===== config.mk =====
export PLATFORM = sky130hd
export DESIGN_NAME = averaged_temperature_alarm_monitor
export DESIGN_NICKNAME = d
export VERILOG_FILES = /design/src/rtl/core/atam_pkg.sv /design/src/rtl/core/atam_lane.sv /design/src/rtl/core/atam_merge.sv /design/src/rtl/core/averaged_temperature_alarm_monitor.sv
export SDC_FILE = /design/constraint.sdc
export NUM_CORES = 1
export LEC_CHECK = 0
export ABC_AREA = 1
export BUFFER_PORTS_ARGS = -buffer_cell sky130_fd_sc_hd__buf_4
export CORE_MARGIN = 2
export CORE_UTILIZATION = 30
export CTS_CLUSTER_SIZE = 40
export DETAILED_ROUTE_END_ITERATION = 8
export SLEW_MARGIN = 0
export SYNTH_ARGS = -nofsm -noshare
export SYNTH_HDL_FRONTEND = slang
export SYNTH_SLANG_ARGS = --single-unit

===== constraint.sdc =====
create_clock -name clk -period 6.9 [get_ports clk]
set_input_delay 1.725 -clock clk [delete_from_list [all_inputs] [get_ports clk]]
set_output_delay 1.725 -clock clk [all_outputs]
set_load 0.02 [all_outputs]

===== src/rtl/core/atam_pkg.sv =====
// Shared types and constants for the averaged temperature alarm monitor.
// Depends on nothing; every module of the block imports it.
`default_nettype none

package atam_pkg;

    // Window geometry (depth must be a power of two: the average is a shift)
    localparam int WINDOW_DEPTH = 32;
    localparam int SAMPLE_BITS  = 10;
    localparam int POS_BITS     = $clog2(WINDOW_DEPTH);
    localparam int SUM_BITS     = SAMPLE_BITS + POS_BITS;
    localparam int ALERT_COUNT  = 4;

    // Configuration port geometry
    localparam int ADDR_BITS = 5;
    localparam int DATA_BITS = 32;
    localparam int IDX_BITS  = 3;

    typedef logic [SAMPLE_BITS-1:0] sample_t;
    typedef logic [SUM_BITS-1:0]    sum_t;
    typedef logic [POS_BITS-1:0]    pos_t;
    typedef logic [ALERT_COUNT-1:0] alert_t;

    localparam sample_t WINDOW_RESET    = SAMPLE_BITS'(139);
    localparam sample_t THRESHOLD_RESET = SAMPLE_BITS'(213);
    localparam sum_t    SUM_RESET       = SUM_BITS'(139 * WINDOW_DEPTH);

    // Alert bit positions, shared by rearm mask, new and latched alerts
    localparam int ALERT_SUPPLY = 0;
    localparam int ALERT_POWER  = 1;
    localparam int ALERT_ENCL   = 2;
    localparam int ALERT_OPEN   = 3;

    typedef enum logic {
        OP_TICK  = 1'b0,
        OP_REARM = 1'b1
    } op_t;

    typedef enum logic [IDX_BITS-1:0] {
        REG_SUPPLY_THR = 3'd0,
        REG_ENCL_THR   = 3'd1,
        REG_SUPPLY_EN  = 3'd2,
        REG_POWER_EN   = 3'd3,
        REG_ENCL_EN    = 3'd4,
        REG_OPEN_EN    = 3'd5
    } reg_idx_t;

    typedef struct packed {
        op_t     operation;
        sample_t supply_sample;
        sample_t enclosure_sample;
        logic    power_fail_in;
        logic    enclosure_open_in;
        alert_t  rearm_mask;
    } in_item_t;

    typedef struct packed {
        sample_t supply_average;
        sample_t enclosure_average;
        logic    power_fail_status;
        logic    enclosure_open_status;
        alert_t  new_alerts;
        alert_t  latched_alerts;
    } out_item_t;

    typedef struct packed {
        sample_t supply_temp_threshold;
        sample_t enclosure_temp_threshold;
        logic    supply_temp_enable;
        logic    power_fail_enable;
        logic    enclosure_temp_enable;
        logic    enclosure_open_enable;
    } cfg_t;

    // Control fields carried from the lane stage to the merge stage
    typedef struct packed {
        op_t    operation;
        logic   power_fail;
        logic   enclosure_open;
        alert_t rearm_mask;
    } stage_t;

endpackage

`default_nettype wire


===== src/rtl/core/atam_lane.sv =====
// One averaging lane: sliding sample window, running sum and window average.
// Depends on atam_pkg.
`default_nettype none

module atam_lane (
    input  wire logic              clk,
    input  wire logic              rst_n,
    input  wire logic              load,
    input  wire atam_pkg::sample_t sample,
    output atam_pkg::sample_t      average
);
    import atam_pkg::*;

    sample_t window_reg [WINDOW_DEPTH];
    pos_t    pos_reg;
    pos_t    pos_next;
    sum_t    sum_reg;
    sum_t    sum_next;
    sample_t oldest;

    // Swap the oldest sample for the new one in the running sum
    always_comb
    begin
        oldest   = window_reg[pos_reg];
        sum_next = sum_reg - sum_t'(oldest) + sum_t'(sample);
        pos_next = pos_reg + pos_t'(1);
    end

    // Hold window, pointer and sum; advance on each tick beat
    always_ff @(posedge clk or negedge rst_n)
    begin
        if (!rst_n)
        begin
            for (int k = 0; k < WINDOW_DEPTH; k++)
            begin
                window_reg[k] <= WINDOW_RESET;
            end
            pos_reg <= '0;
            sum_reg <= SUM_RESET;
        end
        else if (load)
        begin
            window_reg[pos_reg] <= sample;
            pos_reg             <= pos_next;
            sum_reg             <= sum_next;
        end
    end

    // Average is the sum divided by the window depth
    assign average = sum_reg[SUM_BITS-1:POS_BITS];

endmodule

`default_nettype wire


===== src/rtl/core/atam_merge.sv =====
// Merge stage: combines both lane averages and the status bits into shown
// values, alert latches and one result beat. Depends on atam_pkg.
`default_nettype none

module atam_merge (
    input  wire logic              clk,
    input  wire logic              rst_n,
    input  wire logic              load,
    input  wire atam_pkg::stage_t  item,
    input  wire atam_pkg::sample_t supply_avg,
    input  wire atam_pkg::sample_t enclosure_avg,
    input  wire atam_pkg::cfg_t    cfg,
    output atam_pkg::out_item_t    result
);
    import atam_pkg::*;

    sample_t supply_shown_reg;
    sample_t supply_shown_next;
    sample_t encl_shown_reg;
    sample_t encl_shown_next;
    logic    power_held_reg;
    logic    power_held_next;
    logic    open_held_reg;
    logic    open_held_next;
    alert_t  latches_reg;
    alert_t  latches_next;
    alert_t  fresh;

    // On a tick, sample unlatched channels, then latch any channel that trips; a rearm clears masked latches
    always_comb
    begin
        supply_shown_next = supply_shown_reg;
        encl_shown_next   = encl_shown_reg;
        power_held_next   = power_held_reg;
        open_held_next    = open_held_reg;
        fresh             = '0;
        latches_next      = latches_reg;
        case (item.operation)
            OP_REARM:
            begin
                latches_next = latches_reg & ~item.rearm_mask;
            end
            OP_TICK:
            begin
                if (!latches_reg[ALERT_SUPPLY])
                begin
                    supply_shown_next = supply_avg;
                end
                if (!latches_reg[ALERT_POWER])
                begin
                    power_held_next = item.power_fail;
                end
                if (!latches_reg[ALERT_ENCL])
                begin
                    encl_shown_next = enclosure_avg;
                end
                if (!latches_reg[ALERT_OPEN])
                begin
                    open_held_next = item.enclosure_open;
                end
                fresh[ALERT_SUPPLY] = cfg.supply_temp_enable && !latches_reg[ALERT_SUPPLY]
                                      && (supply_shown_next >= cfg.supply_temp_threshold);
                fresh[ALERT_POWER]  = cfg.power_fail_enable && !latches_reg[ALERT_POWER]
                                      && power_held_next;
                fresh[ALERT_ENCL]   = cfg.enclosure_temp_enable && !latches_reg[ALERT_ENCL]
                                      && (encl_shown_next >= cfg.enclosure_temp_threshold);
                fresh[ALERT_OPEN]   = cfg.enclosure_open_enable && !latches_reg[ALERT_OPEN]
                                      && open_held_next;
                latches_next = latches_reg | fresh;
            end
            default:
            begin
                latches_next = latches_reg;
            end
        endcase
    end

    // Hold shown values and latches between beats
    always_ff @(posedge clk or negedge rst_n)
    begin
        if (!rst_n)
        begin
            supply_shown_reg <= '0;
            encl_shown_reg   <= '0;
            power_held_reg   <= 1'b0;
            open_held_reg    <= 1'b0;
            latches_reg      <= '0;
        end
        else if (load)
        begin
            supply_shown_reg <= supply_shown_next;
            encl_shown_reg   <= encl_shown_next;
            power_held_reg   <= power_held_next;
            open_held_reg    <= open_held_next;
            latches_reg      <= latches_next;
        end
    end

    // Form the result beat from the post-update state
    always_comb
    begin
        result.supply_average        = supply_shown_next;
        result.enclosure_average     = encl_shown_next;
        result.power_fail_status     = power_held_next;
        result.enclosure_open_status = open_held_next;
        result.new_alerts            = fresh;
        result.latched_alerts        = latches_next;
    end

endmodule

`default_nettype wire


===== src/rtl/core/averaged_temperature_alarm_monitor.sv =====
// Averaged temperature alarm monitor, top level. Depends on atam_pkg,
// atam_lane and atam_merge.
// Throughput: one item per cycle while no finished result beat is stalled.
// Path: lane stage, then merge stage into the output register.
// Reset: asynchronous, active low; windows return to 139 per entry, sums to
// 139 * depth, shown values and latches to 0, configuration registers to their defaults.
`default_nettype none

module averaged_temperature_alarm_monitor (
    input  wire logic                                clk,
    input  wire logic                                rst_n,
    // Input item channel
    input  wire logic                                in_valid,
    output logic                                     in_ready,
    input  wire atam_pkg::in_item_t                  in_data,
    // Result channel
    output logic                                     out_valid,
    input  wire logic                                out_ready,
    output atam_pkg::out_item_t                      out_data,
    // Configuration port
    input  wire logic                                psel,
    input  wire logic                                penable,
    input  wire logic                                pwrite,
    input  wire logic [atam_pkg::ADDR_BITS-1:0]      paddr,
    input  wire logic [atam_pkg::DATA_BITS-1:0]      pwdata,
    output logic [atam_pkg::DATA_BITS-1:0]           prdata,
    output logic                                     pready
);
    import atam_pkg::*;

    cfg_t      cfg_reg;
    reg_idx_t  reg_idx;
    logic      cfg_write;

    logic      in_fire;
    logic      out_stall;
    logic      s1_move;
    logic      s1_valid_reg;
    stage_t    s1_item_reg;
    logic      out_valid_reg;
    out_item_t out_data_reg;
    out_item_t merged;
    sample_t   supply_avg;
    sample_t   enclosure_avg;
    logic      lane_load;

    // Configuration registers
    assign pready    = 1'b1;
    assign reg_idx   = reg_idx_t'(paddr[ADDR_BITS-1:2]);
    assign cfg_write = psel && penable && pwrite;

    always_ff @(posedge clk or negedge rst_n)
    begin
        if (!rst_n)
        begin
            cfg_reg.supply_temp_threshold    <= THRESHOLD_RESET;
            cfg_reg.enclosure_temp_threshold <= THRESHOLD_RESET;
            cfg_reg.supply_temp_enable       <= 1'b1;
            cfg_reg.power_fail_enable        <= 1'b1;
            cfg_reg.enclosure_temp_enable    <= 1'b1;
            cfg_reg.enclosure_open_enable    <= 1'b0;
        end
        else if (cfg_write)
        begin
            case (reg_idx)
                REG_SUPPLY_THR: cfg_reg.supply_temp_threshold    <= pwdata[SAMPLE_BITS-1:0];
                REG_ENCL_THR:   cfg_reg.enclosure_temp_threshold <= pwdata[SAMPLE_BITS-1:0];
                REG_SUPPLY_EN:  cfg_reg.supply_temp_enable       <= pwdata[0];
                REG_POWER_EN:   cfg_reg.power_fail_enable        <= pwdata[0];
                REG_ENCL_EN:    cfg_reg.enclosure_temp_enable    <= pwdata[0];
                REG_OPEN_EN:    cfg_reg.enclosure_open_enable    <= pwdata[0];
                default:        cfg_reg                          <= cfg_reg;
            endcase
        end
    end

    // Register read back
    always_comb
    begin
        case (reg_idx)
            REG_SUPPLY_THR: prdata = DATA_BITS'(cfg_reg.supply_temp_threshold);
            REG_ENCL_THR:   prdata = DATA_BITS'(cfg_reg.enclosure_temp_threshold);
            REG_SUPPLY_EN:  prdata = DATA_BITS'(cfg_reg.supply_temp_enable);
            REG_POWER_EN:   prdata = DATA_BITS'(cfg_reg.power_fail_enable);
            REG_ENCL_EN:    prdata = DATA_BITS'(cfg_reg.enclosure_temp_enable);
            REG_OPEN_EN:    prdata = DATA_BITS'(cfg_reg.enclosure_open_enable);
            default:        prdata = '0;
        endcase
    end

    // Pipeline flow: stall only when a finished beat is still waiting
    assign out_stall = out_valid_reg && !out_ready;
    assign in_ready  = !out_stall || !s1_valid_reg;
    assign in_fire   = in_valid && in_ready;
    assign s1_move   = s1_valid_reg && !out_stall;
    assign lane_load = in_fire && (in_data.operation == OP_TICK);

    always_ff @(posedge clk or negedge rst_n)
    begin
        if (!rst_n)
        begin
            s1_valid_reg  <= 1'b0;
            out_valid_reg <= 1'b0;
        end
        else
        begin
            if (in_fire)
            begin
                s1_valid_reg <= 1'b1;
            end
            else if (s1_move)
            begin
                s1_valid_reg <= 1'b0;
            end
            if (!out_stall)
            begin
                out_valid_reg <= s1_valid_reg;
            end
        end
    end

    // Carry control fields alongside the lane update
    always_ff @(posedge clk)
    begin
        if (in_fire)
        begin
            s1_item_reg.operation      <= in_data.operation;
            s1_item_reg.power_fail     <= in_data.power_fail_in;
            s1_item_reg.enclosure_open <= in_data.enclosure_open_in;
            s1_item_reg.rearm_mask     <= in_data.rearm_mask;
        end
    end

    // Averaging lanes
    atam_lane u_supply_lane (
        .clk     (clk),
        .rst_n   (rst_n),
        .load    (lane_load),
        .sample  (in_data.supply_sample),
        .average (supply_avg)
    );

    atam_lane u_encl_lane (
        .clk     (clk),
        .rst_n   (rst_n),
        .load    (lane_load),
        .sample  (in_data.enclosure_sample),
        .average (enclosure_avg)
    );

    // Merge lanes and status into alerts
    atam_merge u_merge (
        .clk           (clk),
        .rst_n         (rst_n),
        .load          (s1_move),
        .item          (s1_item_reg),
        .supply_avg    (supply_avg),
        .enclosure_avg (enclosure_avg),
        .cfg           (cfg_reg),
        .result        (merged)
    );

    // Output register
    always_ff @(posedge clk)
    begin
        if (s1_move)
        begin
            out_data_reg <= merged;
        end
    end

    assign out_valid = out_valid_reg;
    assign out_data  = out_data_reg;

endmodule

`default_nettype wire

==> summary.md, run 1 <==
| Metric | Value |
|---|---|
| Sequential element share of the synthesized area | 51.7% |
| WP data arrival | around 5.4 ns |
| Ys async rst share | a little over nine tenths |
| Max-slew violations | 0 |
| PwrDens | 522 nW/um^2 |
| Maximum vdd drop | 0.000325 V |
| Largest net degree at the start of global routing | 193 |
| Final min period | between 4 and 5 ns |
| Syn avg cell area | 7.94 sq um |
| Top Ports | roughly 140 |
| Tightest Pin Transition | 1.24 ns |
| CP Max Fanout | 72 |
| Post-DRT Antenna Nets | 0 |
| Synth area leader | dfrtp_1 |
| Post-CTS Hold Fix Bufs | 0 |
| Outcome | finished clean |
| Final worst path period share | 69.8% |
| CP top delay family | buffers and inverters |
| Netlist cell types | 36 |
| Max_cap viols | 0 |
| Clock slew at reported path FFs | 0.06 ns |
| DR vias | a little over 30000 |
| Area share of the largest cell type after synthesis | 29.8% |
| CP max stage delay | 0.85 ns |
| CP Class | reg -> reg |
| CTS tree | built |
| Top post-synthesis cells by count | nand2_1 (1077), o21ai_0 (822), a21oi_1 (594) |
| Postcts setup bufs | 0 |
| Layout cells sized above 1 | between 10% and 20% |
| # diodes | 0 |
| Synth Flop Type | dfrtp_1 |
| Initial antenna violation count | 0 |
| RSZ-0062 raised after global routing | no |
| Crit-path slowest cell | inv_2 |
| Die width | 361 um |
| Global-route wire length before repair | 171000 um |
| Per-cell routed wire length | 16.7 um |
| Setup TNS Final | 0 ns |
| CP Capture Type | flip-flop |
| Endpoints failing setup | 0 |
| Worst path buffer plus inverter count | 3 |
| Synth area leaders | dfrtp_1 (30%), dfstp_2 (19%), o21ai_0 (11%) |
| Drt drc | 0 |
| Initial drt markers | 2661 |
| Clock sink total | ~770 |
| Initial Utilization | a little under a third |
| # placed instances | roughly 6300 |
| Root Buffer | clkbuf_16 |
| LEAKAGE | 19.9 nW |
| Final nets | just under 5000 |
| GRT overflow | 0 |
| Final cell count without fillers | 6472 |
| Drt total wl | roughly 110000 um |
| Synthesized flop and latch total | 769 |
| Final hold viol count | 0 |
| Post-cts sizing count | 0 |
| CTS Buf Count | 85 |
| CTS H-Tree Depth | 3 |
| Clock latency on the worst-skew pair | 0.66 ns |
| Count leader, synth | nand2_1 |
| Die area | 130000 sq um |
| Cell Rows | 131 |
| CP Launch Type | flip-flop |
| Most used cell, CP | nand2_1 |
| Gr usage total | about 16% |
| Core footprint | around 130000 sq um |
| Yosys Warn Count | 0 |
| Req. time, crit path | 7.46 ns |
| Vias in the first global route | ~29000 |
| RePlAce Congestion | 0.865 |
| CTS max path bufs | 3 |
| Synth-to-layout area growth | 12.2% |
| First drt pass iteration count | 5 |
| Worst min path class | reg -> reg |
| Fmax | 208 MHz |
| Crit-path cells | inv_2, buf_4, a21oi_1, o21ai_0, nand2_1, nand2_1, nand2_1, nor2_1, nand2_1, fa_1, inv_1, ha_1, nand2_1, nand2_1, a21oi_1, nand2_1, or2_2, nand3_1, o21ai_0 |
| Die height | 361 um |
| Post-Syn Instances | 4817 |
| PortBufs | 88 |
| DR vias/cell | 4.75 |
| Max-slew headroom | 16.8% |
| Cell Area, Synth | 38300 sq um |
| Final Skew | 0.0339 ns |
| Dpl hpwl | 66700 um |
| EDFF count, synth | 37 |
-- per-stage QoR --
step                      hold WS, ns  power, W  utilization, %  area, sq um  worst slack, ns
after floorplan                 0.450    0.0150               -        38300             2.54
after global placement          0.458    0.0177            31.6        40100             1.69
after detailed placement        0.463    0.0178            31.6        40100             1.68
after CTS                       0.472    0.0225            33.8        42900             2.12
after global routing            0.484    0.0245            33.8        42900             1.82
final                           0.472    0.0224            33.8        42900             2.08
-- power breakdown --
group / internal (W) / switching, W / leakage (nW) / total, W
registers: 0.00685 / 0.000945 / 8.70 / 0.00779
logic: 0.00342 / 0.00658 / 9.86 / 0.0100
clock network: 0.00266 / 0.00194 / 1.38 / 0.00460
-- routing by layer --
metal	GRT usage [%]	share of wire [%]	vias up
li1	-	-	15300
met1	23.3	46	14600
met2	26.5	47	710
met3	1.98	4.6	141
met4	4.26	2.4	0
met5	0	0	-
-- worst register-to-register path, cell delays in order (launching register included) --
cell     delay (ns)
dfrtp_4        0.79
inv_2          0.89
buf_4          0.43
a21oi_1        0.07
o21ai_0        0.15
nand2_1        0.16
nand2_1        0.10
nand2_1        0.10
nor2_1         0.14
nand2_1        0.13
fa_1           0.50
inv_1          0.04
ha_1           0.36
nand2_1        0.09
nand2_1        0.07
a21oi_1        0.16
nand2_1        0.13
or2_2          0.29
nand3_1        0.06
o21ai_0        0.08
-- final timing paths --
kind | slack (ns) | to | start | cells after the start
max in group asynchronous | 4.32 | u_supply_lane.window_reg[308]$_DFFE_PN0P_ | rst_n | 2
max reg2reg | 2.08 | u_encl_lane.sum_reg[5]$_DFFE_PN1P_ | u_encl_lane.pos_reg[1]$_DFFE_PN0P_ | 19
min reg2reg | 0.47 | u_encl_lane.window_reg[130]$_DFFE_PN1P_ | u_encl_lane.window_reg[130]$_DFFE_PN1P_ | 2
min in group asynchronous | 1.06 | u_encl_lane.window_reg[82]$_DFFE_PN0P_ | rst_n | 1
min | 0.47 | u_encl_lane.window_reg[130]$_DFFE_PN1P_ | u_encl_lane.window_reg[130]$_DFFE_PN1P_ | 2
max | 2.08 | u_encl_lane.sum_reg[5]$_DFFE_PN1P_ | u_encl_lane.pos_reg[1]$_DFFE_PN0P_ | 19
-- area by class of cell --
cell class | instances | area [sq um]
clock inverters | 23 | 298
repair buffers | 139 | 1140
inverters | 506 | 1900
multi-input cells | 3237 | 15200
fillers | 13200 | 84100
well taps | 1662 | 2080
clock buffers | 136 | 2510
flip-flops and latches | 769 | 19800
-- cells by family (layout without fill, tap and decap cells) --
| kind of cell | Yosys count | in the layout | synth area share [%] |
|---|---|---|---|
| compound gates | 1432 | 1432 | 18.8 |
| xor+xnor | 13 | 13 | 0.298 |
| fa+ha+maj | 78 | 78 | 2.94 |
| buf+inv | 832 | 804 | 8.79 |
| flops | 769 | 769 | 51.7 |
| other cells | 2 | 23 | 0.0196 |
| simple gates | 1691 | 1691 | 17.5 |
-- placed cells by master, fill, tap and decap left out, types with 5 or more instances in the layout --
cell	netlist	layout
nor2_1	483	482
clkinv_1	15	15
nand2_1	1077	1077
nor3_1	10	7
clkbuf_8	0	17
nor2_2	27	28
dfstp_2	277	277
clkbuf_16	0	86
edfxtp_1	37	37
buf_12	0	7
nand4_1	12	12
fa_1	20	20
clkinv_2	0	11
inv_2	6	7
conb_1	2	23
o21ai_0	822	822
xor2_1	7	7
xnor2_1	6	6
nand2_2	7	7
o22ai_1	12	12
clkbuf_1	185	33
dfrtp_1	455	451
and2_1	5	5
buf_4	35	131
ha_1	58	58
a21oi_1	594	594
nand3_1	51	51
nor2_4	10	10
inv_1	485	482
Power figures use the tool's default switching activity.
==> run 2: changes to the inputs <==
ABC_AREA = 0   (was 1)
clock period = 4.3 ns   (was 6.9 ns; I/O delays follow)
==> run 2 against run 1 <==
  * Sequential share of layout area fell by 1.4 points
  * Final area is 3.1% higher
  * Worst hold slack improved by 0.0088 ns
  * Non-clock buffer count grew 92
  * Register-to-register slack got worse by 1.9 ns
==> summary.md, run 2 <==
| Metric | Value |
|---|---|
| Outcome | finished clean |
| Global-route wire length before repair | between 100000 and 150000 um |
| DR vias | about 22000 |
| Cell Rows | 130 |
| Synth-to-layout area growth | 16.8% |
| Per-cell routed wire length | 20.6 um |
| Crit-path slowest cell | fa_1 |
| Crit-path cells | buf_12, buf_12, mux4_2, a22oi_1, nand4_1, fa_1, inv_1, ha_1, a211oi_2, o21ai_1, nand3_1, o211ai_1, xor2_1, mux2_2 |
| Fmax | between 200 and 250 MHz |
| Register area | about 20000 sq um |
| DR vias/cell | 4.87 |
| Synth Flop Type | dfrtp_1 |
| Final min period | 4.16 ns |
| PortBufs | 88 |
| Clock slew at reported path FFs | 0.06 ns |
| Root Buffer | clkbuf_16 |
| Worst min path class | reg -> reg |
| Yosys Warn Count | 0 |
| RePlAce Congestion | 0.806 |
| Setup TNS Final | 0 ns |
| Footprint of the multi-input gates | 17100 sq um |
| Fin Hold WS | 0.481 ns |
| Req. time, crit path | 4.82 ns |
| Final Skew | 0.0362 ns |
| CP Capture Type | flip-flop |
| Maximum vdd drop | about 0.00044 V |
| Cell Area, Synth | ~38000 sq um |
| Die area | 129000 sq um |
| Die height | between 300 and 400 um |
| Most common cell after layout, fill and taps aside | mux2_2 |
| Layout cells sized above 1 | 56.0% |
| Syn avg cell area | 14.8 sq um |
| Dpl hpwl | approximately 61000 um |
| CP Class | reg -> reg |
| GRT overflow | 0 |
| Drt drc | 0 |
| CP max stage delay | 0.61 ns |
| Area share of the largest cell type after synthesis | 30.0% |
| Clock latency on the worst-skew pair | ~0.64 ns |
| Max_cap viols | 0 |
| Clock sink total | 769 |
| Fill cells | about 12000 |
| Final worst path period share | just under 100% |
| CP Capture Point | u_encl_lane.sum_reg[13]$_DFFE_PN0P_ |
| LEAKAGE | slightly below 20 nW |
| Endpoints failing setup | 0 |
| WP data arrival | about 4.7 ns |
| Final hold viol count | 0 |
| CTS tree | built |
| Max-slew headroom | 29.4% |
| Most frequent cells in the layout | mux2_2 (655), dfrtp_1 (451), dfstp_2 (277), buf_4 (198), mux4_2 (160) |
| Initial antenna violation count | 2 |
| Initial drt markers | about 1300 |
| Post-Syn Instances | 2568 |
| RSZ-0062 raised after global routing | yes |
| CP Launch Type | flip-flop |
| Max-slew violations | 0 |
| Most used cell, CP | buf_12 |
| EDFF count, synth | 37 |
| Ys async rst share | 95.2% |
| PwrDens | 716 nW/um^2 |
| Initial Utilization | a little under a third |
| Reg2Reg Launch Point | u_encl_lane.pos_reg[0]$_DFFE_PN0P_ |
| Tightest Pin Transition | 1.06 ns |
| Gr usage total | 14.2% |
| Total Power | roughly 0.032 W |
| Core footprint | 125000 sq um |
| CP Max Fanout | 9 |
| Synthesized flop and latch total | around 770 |
| Synth area leader | dfrtp_1 |
| CTS max path bufs | 3 |
| First drt pass iteration count | 5 |
| CTS H-Tree Depth | 3 |
| Top post-synthesis cells by count | mux2_2 (655), dfrtp_1 (455), dfstp_2 (277) |
| Top Ports | roughly 140 |
| Synth area leaders | dfrtp_1 (30%), mux2_2 (19%), dfstp_2 (19%) |
| CTS Buf Count | just over 80 |
| Post-DRT Antenna Nets | 0 |
| Post-CTS Hold Fix Bufs | 0 |
| FF-to-FF path depth | 14 |
| R2r setup slk | about 0.14 ns |
| Netlist cell types | 69 |
| Die width | 359 um |
| Critical R2R Capture | u_encl_lane.sum_reg[13]$_DFFE_PN0P_ |
| Setup crit start | u_encl_lane.pos_reg[0]$_DFFE_PN0P_ |
| Final nets | approximately 2900 |
| Count leader, synth | mux2_2 |
| Largest net degree at the start of global routing | 85 |
| Vias in the first global route | 22700 |
| Sequential element share of the synthesized area | 52.2% |
| Drt total wl | 91800 um |
-- run 2: cell count changes after synthesis, sizes merged, moves of 378 or more --
| cell | change |
|---|---|
| o21ai | -743 |
| inv | -378 |
| nor2 | -419 |
| nand2 | -998 |
| a21oi | -563 |
| mux2 | +704 |
-- run 2: how the worst min path moves through the flow --
stage	from	endpoint	slack (ns)	depth (start not counted)
after global routing	rst_n	u_encl_lane.window_reg[312]$_DFFE_PN0P_	0.50	1
after detailed placement	u_encl_lane.window_reg[292]$_DFFE_PN0P_	u_encl_lane.window_reg[292]$_DFFE_PN0P_	0.47	1
after global placement	u_encl_lane.window_reg[298]$_DFFE_PN0P_	u_encl_lane.window_reg[298]$_DFFE_PN0P_	0.46	1
after floorplan	u_encl_lane.sum_reg[1]$_DFFE_PN0P_	u_encl_lane.sum_reg[1]$_DFFE_PN0P_	0.45	2
final	u_encl_lane.window_reg[292]$_DFFE_PN0P_	u_encl_lane.window_reg[292]$_DFFE_PN0P_	0.48	1
after CTS	u_encl_lane.window_reg[292]$_DFFE_PN0P_	u_encl_lane.window_reg[292]$_DFFE_PN0P_	0.48	1
-- run 2: cell families (layout without fill, tap and decap cells) --
group                    after synthesis  in the layout  synth area share (%)
other                                  2             24                0.0198
flip-flops                           769            769                  52.2
multiplexers                         878            878                  30.8
XOR/XNOR                              27             27                 0.624
buffers and inverters                283            496                  3.23
adder cells (fa/ha/maj)               78             78                  2.97
AO/OA/AOI/OAI                        243            243                  4.14
AND/OR/NAND/NOR                      288            288                  6.02
-- run 2: repair_timing --
action / in CTS / in global routing
setup endpoints to repair: 2 / 15
cloned: 0 / 1
pin swaps: 0 / 7
gates resized for setup: 2 / 30
setup buffers: 0 / 19
-- run 2: metal layers --
layer | track usage, % | vias up | routed length, um
met4 | 3.55 | 2 | 1910
met3 | 2.34 | 114 | 3090
met2 | 23.0 | 325 | 44100
li1 | - | 9725 | -
met5 | 0 | - | 13
met1 | 19.7 | 11500 | 42700
-- run 2: report_power, final --
part | leakage [nW] | switching, W | total, W | internal, W
registers | 9.29 | 0.00127 | 0.0112 | 0.00994
clock network | 1.36 | 0.00301 | 0.00732 | 0.00431
logic | 9.04 | 0.00655 | 0.0132 | 0.00663
-- run 2: critical path: cells and delay by family, from the launching register on --
kind / cells / cell delay [ns]
adders and majority gates: 2 / 0.93
AOI/OAI and AO/OA: 4 / 0.88
muxes: 2 / 0.77
DFF: 1 / 0.51
and+or+nand+nor: 2 / 0.43
buffers and inverters: 3 / 0.34
xor gates and xnor gates: 1 / 0.15
-- run 2: layout make-up --
type	count	area share, %
sequential	769	44.7
multi-input combinational	1537	38.6
clock buffer	114	5.21
timing repair buffer	231	4.79
tap	1650	4.66
clock inverter	38	1.06
inverter	113	0.958
antenna	1	0.00565
-- run 2: per-stage QoR --
| stage | cells | area, sq um | worst slack, ns | utilization, % |
|---|---|---|---|---|
| after floorplan | 2589 | 38000 | 0.372 | - |
| after detailed placement | 4280 | 41200 | 0.00229 | 32.8 |
| after CTS | 4432 | 43900 | 0.00111 | 35.0 |
| final | 4453 | 44300 | 0.143 | 35.3 |
| after global routing | 4453 | 44300 | -0.0440 | 35.3 |
| after global placement | 4280 | 41200 | 0.00631 | 32.8 |
==> run 3: changes to the inputs <==
ABC_AREA = 1   (was 0)
CORE_UTILIZATION = 57   (was 30)
PLACE_DENSITY = 0.77   (was default)
==> run 3 against run 2 <==
  * Sequential power rose by 11%
  * Sequential cell count did not move
  * Via count up 46%
==> summary.md, run 3 (same netlist as run 1, synthesis figures left out) <==
| Metric | Value |
|---|---|
| Outcome | finished clean |
| # diodes | 0 |
| Setup TNS Final | 0 ns |
| Final hold viol count | 0 |
| Initial drt markers | between 2000 and 3000 |
| Maximum vdd drop | 0.000614 V |
| Total Power | 0.0357 W |
| WP data arrival | roughly 4.4 ns |
| Fmax | 260 MHz |
| PortBufs | a little under 90 |
| Final worst path period share | 89.6% |
| Dpl hpwl | approximately 67000 um |
| CTS Buf Count | 82 |
| Die area | 69200 sq um |
| Root Buffer | clkbuf_16 |
| Max-slew violations | 0 |
| Clock slew at reported path FFs | roughly 0.06 ns |
| Global-route wire length before repair | 164000 um |
| Cell Rows | 94 |
| Post-CTS Hold Fix Bufs | 0 |
| First drt pass iteration count | 6 |
| RePlAce Congestion | 0.900 |
| Core footprint | 66100 sq um |
| CTS max path bufs | 3 |
| Die width | approximately 260 um |
| Largest net degree at the start of global routing | 125 |
| Final nets | 4957 |
| Initial antenna violation count | 0 |
| PwrDens | 843 nW/um^2 |
| Layout cells sized above 1 | 13.6% |
| Initial Utilization | 57.9% |
| Crit-path slowest cell | dfrtp_4 |
| CTS H-Tree Depth | 3 |
| CTS tree | built |
| Final min period | 3.85 ns |
| CP Class | reg -> reg |
| CP top delay family | simple AND/OR/NAND/NOR gates |
| Per-cell routed wire length | 18.0 um |
| Post-cts sizing count | 0 |
| Most common cell after layout, fill and taps aside | nand2_1 |
| RSZ-0062 raised after global routing | no |
| Postcts setup bufs | 0 |
| Synth-to-layout area growth | 10.7% |
| R2r setup slk | 0.45 ns |
| DR vias/cell | 5.54 |
| CP Capture Type | flip-flop |
| Top Ports | 136 |
| Worst path buffer plus inverter count | 3 |
| Die height | 263 um |
| Max-slew headroom | 22.0% |
| GRT overflow | 0 |
| Max_cap viols | 0 |
| Clock latency on the worst-skew pair | 0.63 ns |
| Worst min path class | reg -> reg |
| Clock sink total | 769 |
| Post-DRT Antenna Nets | 0 |
| Crit-path cells | clkinv_2, buf_12, a21oi_1, o21ai_0, nand2_1, nand2_1, nand2_1, nor2_1, nand2_1, fa_1, inv_1, ha_1, nand2_1, o21ai_0, nand3_1, nand3_1, nand2_1, nand3_1, nand2_1 |
| CP Launch Type | flip-flop |
| DR vias | 31800 |
| LEAKAGE | roughly 20 nW |
| CP max stage delay | 0.59 ns |
| Drt drc | 0 |
| Final Skew | 0.0314 ns |
| Endpoints failing setup | 0 |
| Vias in the first global route | 30100 |
| Req. time, crit path | 4.81 ns |
| Gr usage total | 29.9% |
| CP Max Fanout | 82 |
| Most frequent cells in the layout | nand2_1 (1077), o21ai_0 (822), a21oi_1 (594), nor2_1 (483), inv_1 (482) |
| Tightest Pin Transition | roughly 1.2 ns |
| Drt total wl | slightly above 100000 um |
| Most used cell, CP | nand2_1 |
## run 3: layout make-up
cell class	instances	area (sq um)
multi-input combinational	3237	15200
tap	864	1080
clock buffer	132	2370
timing repair buffer	212	1850
fill	5512	23800
clock inverter	17	136
inverter	506	1900
sequential	769	19800
## run 3: routing by layer
layer / global-route usage, % / vias up / share of wire, %
met5: 0 / - / 0
met4: 15.4 / 0 / 5.5
met3: 3.88 / 277 / 6.1
met2: 48.9 / 1148 / 47
met1: 39.4 / 15000 / 41
li1: - / 15400 / -
## run 3: final timing paths
| path | cells after the start | from | end |
|---|---|---|---|
| hold / removal | 2 | u_encl_lane.window_reg[310]$_DFFE_PN1P_ | u_encl_lane.window_reg[310]$_DFFE_PN1P_ |
| min in group asynchronous | 1 | rst_n | u_encl_lane.window_reg[82]$_DFFE_PN0P_ |
| max in group asynchronous | 2 | rst_n | u_encl_lane.pos_reg[0]$_DFFE_PN0P_ |
| setup reg to reg | 19 | u_encl_lane.pos_reg[0]$_DFFE_PN0P_ | u_encl_lane.sum_reg[11]$_DFFE_PN0P_ |
| setup / recovery | 19 | u_encl_lane.pos_reg[0]$_DFFE_PN0P_ | u_encl_lane.sum_reg[11]$_DFFE_PN0P_ |
| hold reg to reg | 2 | u_encl_lane.window_reg[310]$_DFFE_PN1P_ | u_encl_lane.window_reg[310]$_DFFE_PN1P_ |
## run 3: worst min-delay path: cells and delay by family (launching register included)
family           cells  cell delay (ns)
AO/OA/AOI/OAI        1             0.06
flip-flops           1             0.36
AND/OR/NAND/NOR      1             0.05
## run 3: per-stage QoR
| stage | hold WS, ns | instance area (sq um) | setup slack, ns | util [%] | std cells |
|---|---|---|---|---|---|
| floorplan | 0.450 | 38300 | 1.02 | - | 4838 |
| global placement | 0.457 | 39800 | 0.566 | 60.3 | 5588 |
| detailed placement | 0.463 | 39800 | 0.525 | 60.3 | 5588 |
| CTS | 0.472 | 42300 | 0.522 | 64.0 | 5737 |
| global route | 0.481 | 42300 | 0.178 | 64.0 | 5737 |
| finish | 0.468 | 42300 | 0.449 | 64.0 | 5737 |
## run 3: where the power goes
| group | internal (W) | switching, W |
|---|---|---|
| Sequential | 0.0110 | 0.00143 |
| Combinational | 0.00580 | 0.0107 |
| Clock | 0.00383 | 0.00287 |
| Total | 0.0206 | 0.0151 |
